File: src/rtl/spq_pkg.sv
// shared types and codes for the sorted priority queue
package spq_pkg;

    localparam int VALUE_W = 32;
    localparam int RANK_W  = 16;
    localparam int STAT_W  = 2;
    localparam int FILL_W  = 5;

    localparam logic CMD_ENQ = 1'b0;
    localparam logic CMD_DEQ = 1'b1;

    localparam logic [STAT_W-1:0] ST_OK    = 2'd0;
    localparam logic [STAT_W-1:0] ST_EMPTY = 2'd1;
    localparam logic [STAT_W-1:0] ST_FULL  = 2'd2;

    typedef struct packed {
        logic                      command;
        logic signed [VALUE_W-1:0] item_value;
        logic        [RANK_W-1:0]  item_rank;
    } item_t;

    typedef struct packed {
        logic signed [VALUE_W-1:0] out_value;
        logic        [STAT_W-1:0]  status;
        logic        [FILL_W-1:0]  fill_level;
    } result_t;

    typedef struct packed {
        logic signed [VALUE_W-1:0] value;
        logic        [RANK_W-1:0]  rank;
    } entry_t;

    typedef struct packed {
        logic enq;
        logic deq;
    } cell_ctl_t;

endpackage

File: src/rtl/spq_cell.sv
// one storage cell of the sorted chain: compares, keeps, shifts or loads
module spq_cell (
    input  logic               clk,
    input  spq_pkg::cell_ctl_t ctl,
    input  logic               occupied,
    input  logic               prev_gt,
    input  spq_pkg::entry_t    new_entry,
    input  spq_pkg::entry_t    prev_entry,
    input  spq_pkg::entry_t    next_entry,
    output spq_pkg::entry_t    entry,
    output logic               gt
);
    import spq_pkg::*;

    entry_t entry_reg;
    entry_t entry_next;

    assign gt    = !occupied || (entry_reg.rank > new_entry.rank);
    assign entry = entry_reg;

    always_comb
    begin
        entry_next = entry_reg;
        if (ctl.deq)
        begin
            entry_next = next_entry;
        end
        else if (ctl.enq)
        begin
            if (prev_gt)
            begin
                entry_next = prev_entry;
            end
            else if (gt)
            begin
                entry_next = new_entry;
            end
        end
    end

    always_ff @(posedge clk)
    begin
        if (ctl.enq || ctl.deq)
        begin
            entry_reg <= entry_next;
        end
    end

endmodule

File: src/rtl/sorted_priority_queue.sv
// top level of the sorted priority queue: cell chain, count and result register
// Bounded priority queue of DEPTH entries held in a row of cells sorted by rank,
// smallest first; equal ranks leave in arrival order. Every cell compares the
// new rank at once and shifts, loads or holds, so a new item (enqueue or
// dequeue) is taken every cycle while the result register is free or being
// drained. Each item yields one result: the removed head value on a dequeue,
// and a status of empty or full when the command cannot be done. fill_level
// is the low 5 bits of the entry count after the item.
module sorted_priority_queue #(
    parameter int DEPTH = 16
) (
    input  logic             clk,
    input  logic             rst_n,
    input  logic             item_valid,
    output logic             item_stall,
    input  spq_pkg::item_t   item,
    output logic             result_valid,
    input  logic             result_stall,
    output spq_pkg::result_t result
);
    import spq_pkg::*;

    localparam int CNT_W = $clog2(DEPTH + 1);

    logic [CNT_W-1:0] count_reg;
    logic [CNT_W-1:0] count_next;
    logic             result_valid_reg;
    result_t          result_reg;
    result_t          result_next;

    logic             accept;
    logic             full;
    logic             empty;
    cell_ctl_t        ctl;
    entry_t           new_entry;
    entry_t           cell_q [DEPTH];
    logic             cell_gt [DEPTH];
    logic [CNT_W+4:0] count_ext;

    assign item_stall   = result_valid_reg && result_stall;
    assign accept       = item_valid && !item_stall;
    assign full         = (count_reg == CNT_W'(DEPTH));
    assign empty        = (count_reg == '0);
    assign ctl.enq      = accept && (item.command == CMD_ENQ) && !full;
    assign ctl.deq      = accept && (item.command == CMD_DEQ) && !empty;
    assign new_entry    = '{value: item.item_value, rank: item.item_rank};
    assign result_valid = result_valid_reg;
    assign result       = result_reg;

    genvar g;
    generate
        for (g = 0; g < DEPTH; g++)
        begin : g_cell
            logic   prev_gt;
            entry_t prev_entry;
            entry_t next_entry;

            if (g == 0)
            begin : g_first
                assign prev_gt    = 1'b0;
                assign prev_entry = '0;
            end
            else
            begin : g_mid
                assign prev_gt    = cell_gt[g-1];
                assign prev_entry = cell_q[g-1];
            end

            if (g == DEPTH - 1)
            begin : g_last
                assign next_entry = '0;
            end
            else
            begin : g_inner
                assign next_entry = cell_q[g+1];
            end

            spq_cell u_cell (
                .clk        (clk),
                .ctl        (ctl),
                .occupied   (CNT_W'(g) < count_reg),
                .prev_gt    (prev_gt),
                .new_entry  (new_entry),
                .prev_entry (prev_entry),
                .next_entry (next_entry),
                .entry      (cell_q[g]),
                .gt         (cell_gt[g])
            );
        end
    endgenerate

    always_comb
    begin
        count_next = count_reg;
        if (ctl.enq)
        begin
            count_next = count_reg + CNT_W'(1);
        end
        else if (ctl.deq)
        begin
            count_next = count_reg - CNT_W'(1);
        end
    end

    assign count_ext = {5'b0, count_next};

    always_comb
    begin
        result_next            = '0;
        result_next.fill_level = count_ext[FILL_W-1:0];
        if (item.command == CMD_DEQ)
        begin
            if (empty)
            begin
                result_next.status = ST_EMPTY;
            end
            else
            begin
                result_next.out_value = cell_q[0].value;
                result_next.status    = ST_OK;
            end
        end
        else
        begin
            result_next.status = full ? ST_FULL : ST_OK;
        end
    end

    always_ff @(posedge clk or negedge rst_n)
    begin
        if (!rst_n)
        begin
            count_reg        <= '0;
            result_valid_reg <= 1'b0;
        end
        else
        begin
            count_reg <= count_next;
            if (accept)
            begin
                result_valid_reg <= 1'b1;
            end
            else if (!result_stall)
            begin
                result_valid_reg <= 1'b0;
            end
        end
    end

    always_ff @(posedge clk)
    begin
        if (accept)
        begin
            result_reg <= result_next;
        end
    end

endmodule
File: config.mk
export PLATFORM = sky130hd
export DESIGN_NAME = sorted_priority_queue
export DESIGN_NICKNAME = d
export VERILOG_FILES = /design/src/rtl/spq_pkg.sv /design/src/rtl/spq_cell.sv /design/src/rtl/sorted_priority_queue.sv
export SDC_FILE = /design/constraint.sdc
export NUM_CORES = 2
export LEC_CHECK = 0
export ABC_CLOCK_PERIOD_IN_PS = 11740
export BUFFER_PORTS_ARGS = -buffer_cell sky130_fd_sc_hd__buf_2
export CAP_MARGIN = 20
export CORE_UTILIZATION = 40
export CTS_BUF_LIST = sky130_fd_sc_hd__clkbuf_4 sky130_fd_sc_hd__clkbuf_8
export DETAILED_ROUTE_END_ITERATION = 6
export PLACE_DENSITY = 0.66
export SKIP_CTS_REPAIR_TIMING = 1
export SYNTH_ARGS = -nofsm -noshare
export SYNTH_HDL_FRONTEND = slang
export SYNTH_SLANG_ARGS = --single-unit
export TNS_END_PERCENT = 1
File: constraint.sdc
create_clock -name clk -period 11.74 [get_ports clk]
set_clock_uncertainty 0.15 [all_clocks]
set_input_delay 0.587 -clock clk [delete_from_list [all_inputs] [get_ports clk]]
set_output_delay 0.587 -clock clk [all_outputs]
set_load 0.01 [all_outputs]
Word level (Yosys, flattened, before mapping) --
Cells that the tools add are included.
Storage, ports and cells: input port bits 53, logic and storage cells 220, bits in registers 813, output and inout port bits 41
Cells by class: eq/ne operators 2, $lt $le $gt $ge 32, muxes and demuxes 69, $add $sub $neg 2, bitwise gates (word level) 1, reduce and logical (&&, ||, !) cells 77
Operator list (number):
- 2-to-1 mux 48 bit | 62
- > comparator 16 bit | 16
- AND reduction 3 bit | 16
- nonzero test 3 bit | 15
- less-than comparator 4 x 5 -> 1 bit (first input constant) | 8
- less-than comparator 3 x 5 -> 1 bit (first input constant) | 4
- logical NOT 1 bit | 19
- logical OR 1 bit | 17
- less-than comparator 1 x 5 -> 1 bit (first input constant) | 2
- less-than comparator 2 x 5 -> 1 bit (first input constant) | 2
- 2-to-1 mux 5 bit | 2
- logical AND 1 bit | 6
- adder 5 x 1 -> 5 bit (second input constant) | 1
- equality test 5 bit (second input constant) | 1
- logical NOT 5 bit | 1
- subtractor 5 x 1 -> 5 bit (second input constant) | 1
- 2-to-1 mux 2 bit | 2
- nonzero test 2 bit | 2
- 2-to-1 mux 1 bit | 3
- != test 2 x 1 -> 1 bit (second input constant) | 1
- OR reduction 2 bit | 1
- inverter 1 bit | 1

Logic depth before layout (Yosys ltp) --
depth after elaboration 7, mapped depth 13, mapped depth without buffers 9

Modules after synthesis --
From an unflattened synthesis, not the netlist that was laid out.
Unflattened totals: cells, all modules 4445, area total of the unflattened synthesis 47645.7 sq um
By module, submodules not included:
- spq_cell (g_cell[0].u_cell ...) | times used 11, seq. area each 1441.4 sq um, cells an instance 269, area each 2856.5 sq um
- spq_cell (g_cell[5].u_cell ...) | times used 5, seq. area each 1441.4 sq um, cells an instance 269, area each 2852.7 sq um
- sorted_priority_queue | times used 1, seq. area each 1321.3 sq um, cells an instance 141, area each 1960.6 sq um

Worst setup path before layout --
OpenSTA, ideal clock, no wires.
path type input -> register, start input port result_stall, end register g_cell[13].u_cell.entry_reg, in the netlist g_cell[13].u_cell.entry[0] (enable), arrival 5.754 ns, stages 8, setup time 0.482 ns, path buffers 4, setup slack 5.354 ns, required time 11.108 ns, cells stage by stage nand2_1 -> and2_0 -> nand2_1 -> buf_2 -> buf_2 -> buf_2 -> buf_1 -> a31oi_1
On the way: cells in the longest elaborated chain, start to end 7, elaborated cells on any way between the ends 11, classes of those cells 11 x reduce/logical
Ends and longest elaborated chain:
- start: declaration | RTL line sorted_priority_queue.sv:18 | input logic result_stall,
- logical AND 1 bit (*) | RTL line sorted_priority_queue.sv:40 | assign item_stall = result_valid_reg && result_stall;
- logical NOT 1 bit (*) | RTL line sorted_priority_queue.sv:41 | assign accept = item_valid && !item_stall;
- logical AND 1 bit (*) | RTL line sorted_priority_queue.sv:41
- named net accept | RTL line sorted_priority_queue.sv:31 | logic accept;
- logical AND 1 bit, on equally long branches (2 in series) | RTL line sorted_priority_queue.sv:45, sorted_priority_queue.sv:44
- nonzero test 3 bit (no line) (tied with other cells)
- AND reduction 3 bit (no line) (*)
- end signal: assignment | RTL line spq_cell.sv:45 | entry_reg <= entry_next;
- end: declaration | RTL line spq_cell.sv:15 | entry_t entry_reg;
Mark *: on every way through the listed nets, which the timed path passes. The rest lies on a longest branch. A chain may end at the register's enable or synchronous reset.

==> metrics.md <==
| Metric | Value |
|---|---|
| Outcome | `complete, but fails checks` |
| Violations in the final reports | `design-rule violations` |
| Overflow left after global routing | `0` |
| Setup-violating endpoint count in the final report | `0` |
| Type of destination of the critical path | `register` |
| Starting density of the core | `0.405` |
| Worst stage delay on the critical path | `920 ps` |
| Final standard cell utilization of the core | `0.445` |
| Residual DRC count | `1` |
| Synthesized area per cell | `between 10 and 15 µm²` |
| Number of CTS-inserted buffers | `between 100 and 150` |
| Num Clock Sinks | `813` |
| Global Route Usage Sum | `0.235` |
| Classification of the worst-slack hold path | `input port to register` |
| Pin count of the biggest net entering global routing | `approximately 210` |
| I/O pin count | `94` |
| Die height | `~340 µm` |
| Most used cell, CP | `buf_4` |
| Flip-flop count of the largest register, all copies and words added | `between 700 and 800` |
| Reg-to-reg setup timing slack | `5790 ps` |
| Placed Cells | `approximately 5700` |
| Rows | `123` |
| Period minus WS final | `5950 ps` |
| Count of flip-flops with a built-in enable after synthesis | `807` |
| Clock-pin slew of the registers on the worst-case setup and hold paths | `70 ps` |
| Post-DR vias/cell | `a little under 6` |
| Vias in the first global route | `between 30000 and 40000` |
| Remaining antenna violation count after routing | `0` |
| Share of flip-flops with an asynchronous set or reset after synthesis | `0.00738` |
| Most used DFF post-synth | `edfxtp_1` |
| Placer Congestion | `around 0.92` |
| Minimum setup slack after placement | `between 5000 and 6000 ps` |
| Clock tree from TritonCTS | `built` |
| 1st-pass router iterations | `7` |
| Count of buffers inserted at the top-level ports | `93` |
| Routed vias | `~35000` |
| Fill cell count | `10576` |
| Routed wire per std cell | `23.4 µm` |
| Netlist cell types | `approximately 60` |
| Worst setup SP type | `register` |
| Post-synthesis cell count | `4354` |
| Worst Path Max Fanout | `100` |
| Family with the most delay on the worst path | `buffers and inverters` |
| Number of H-tree levels | `4` |
| Detailed router's first-iteration violation count | `roughly 4500` |
| Die width | `~340 µm` |
| Cell Chain, Critical Path | `inv_1 -> ha_1 -> nand2b_1 -> o31a_2 -> and2_4 -> buf_4 -> buf_4 -> buf_4 -> o21ai_0` |
| # nets final | `roughly 4600` |
| Wire length of the first global-routing pass | `between 200000 and 250000 µm` |
| Worst slew pin tran | `~1200 ps` |
| Worst slew slack as a fraction of its limit | `0.211` |
| Fraction of layout instances using a drive strength above 1 | `0.129` |
| Synthesis-to-finish area growth | `9.77%` |
| Non-filler cells, final | `a little under 6000` |
| F_max | `between 150 and 200 MHz` |
| Number of failing hold endpoints at the final stage | `0` |
| Buffers and inverters on the worst path | `4` |
| Critical path class | `register to register` |
| Static power due to leakage | `between 20 and 25 nW` |
| Overall power | `between 0.01 and 0.015 W` |
| Overall routed net length | `139000 µm` |
| Nets in the synthesized netlist | `around 4700` |
| Required time at the worst-slack endpoint | `12120 ps` |
| Setup total negative slack | `0 ps` |
| Max-cap violations | `0` |
| Largest vdd supply drop | `roughly 0.13 mV` |
| Critical path data arrival time | `approximately 6300 ps` |
| Detail Placement HPWL | `about 83000 µm` |
| Number of register bits inferred by synthesis | `roughly 810` |
| Max Buffers Root-to-Sink | `3` |
| Ratio of total power to cell area | `around 230 mW/mm²` |
| RSZ-0062 raised after global routing | `false` |
| Total of warnings raised by yosys | `0` |
| Library cell used as clock root buffer | `clkbuf_8` |
| Post-synthesis instance area | `0.0459 mm²` |
| Crit share post-route | `0.507` |
| Count of pins over their slew limit | `0` |
| Core box area | `between 0.1 and 0.15 mm²` |
| Later-pin clock latency in the skew report | `840 ps` |
| Max stage delay cell, worst path | `buf_4` |
| Final WS setup | `between 5000 and 6000 ps` |
| Die area | `0.116 mm²` |
| Antenna violations before repair | `11` |
| Fraction of the yosys area taken by sequential cells | `0.532` |
kinds of logic after synthesis:
kind of cell | Yosys count | synth area share
xor gates and xnor gates | 3 | 0.000573
DFF | 813 | 0.532
AOI/OAI and AO/OA | 927 | 0.129
and+or+nand+nor | 1568 | 0.143
muxes | 396 | 0.0891
buffers and inverters | 388 | 0.0365
adders and majority gates | 259 | 0.0707
final cells by class:
type | instances | area, µm² | share of cell area
Clock inverter | 49 | 293 | 0.00581
Inverter | 47 | 176 | 0.00350
Clock buffer | 205 | 2460 | 0.0490
Tap cell | 1500 | 1880 | 0.0373
Timing Repair Buffer | 169 | 1090 | 0.0217
Multi-Input combinational cell | 3153 | 20100 | 0.398
Sequential cell | 813 | 24400 | 0.484
Antenna cell | 4 | 10.0 | 0.000199
routing by layer:
metal	GRT usage	wire [µm]
met4	0.0929	5030
met1	0.335	59600
met3	0.0409	13300
met2	0.355	61400
met5	0	48
cell usage after synthesis, drive strengths merged (99+ instances only):
library cell	n	area, µm²
a21oi	346	1730
buf	129	699
clkbuf	212	800
edfxtp	807	24200
ha	259	3240
mux2	99	1110
mux2i	297	2970
nand2	922	3460
nand3	194	971
nor2	290	1090
o211ai	170	1280
o21ai	149	749
where the power goes:
part	switching (W)	internal, W	total, W
combinational	0.00257	0.00143	0.00400
sequential	0.000440	0.00434	0.00478
clock	0.00125	0.00136	0.00261
total	0.00426	0.00713	0.0114
worst min-delay path, stage by stage:
cell and delay, ps:
buf_2 180, nand2_1 80, a21oi_1 60
metrics by stage:
stage	area (µm²)	hold slack, ps
floorplan	45900	141
global placement	47500	291
detailed placement	47500	289
CTS	50300	-631
global route	50300	54.3
finish	50300	83.5
cell usage in the layout (no fill, tap or decap), types with 34 or more instances in the layout:
cell type and instances:
mux2_2 99, nand2_1 917, nand3_1 194, o21ai_0 146
o211ai_1 170, clkbuf_8 148, nor2_1 284, buf_4 68
and2_1 34, edfxtp_1 807, a21oi_1 343, mux2i_1 297
inv_1 47, nand4_1 49, clkbuf_4 57, buf_2 93
o221a_2 47, o22a_1 47, ha_1 259, a31oi_1 82
path summary, 6_finish.rpt:
path                                       startpoint                     endpoint  cells after the start
max reg2reg                              count_reg[1]  g_cell[12].u_cell.entry[36]                      9
min in group asynchronous                       rst_n                 count_reg[4]                      3
min reg2reg                g_cell[1].u_cell.entry[19]   g_cell[0].u_cell.entry[19]                      2
min                                          item[35]  g_cell[13].u_cell.entry[35]                      3
max                                      count_reg[1]  g_cell[12].u_cell.entry[36]                      9
max in group asynchronous                       rst_n                 count_reg[3]                      3
(Power assumes the default switching activity.)
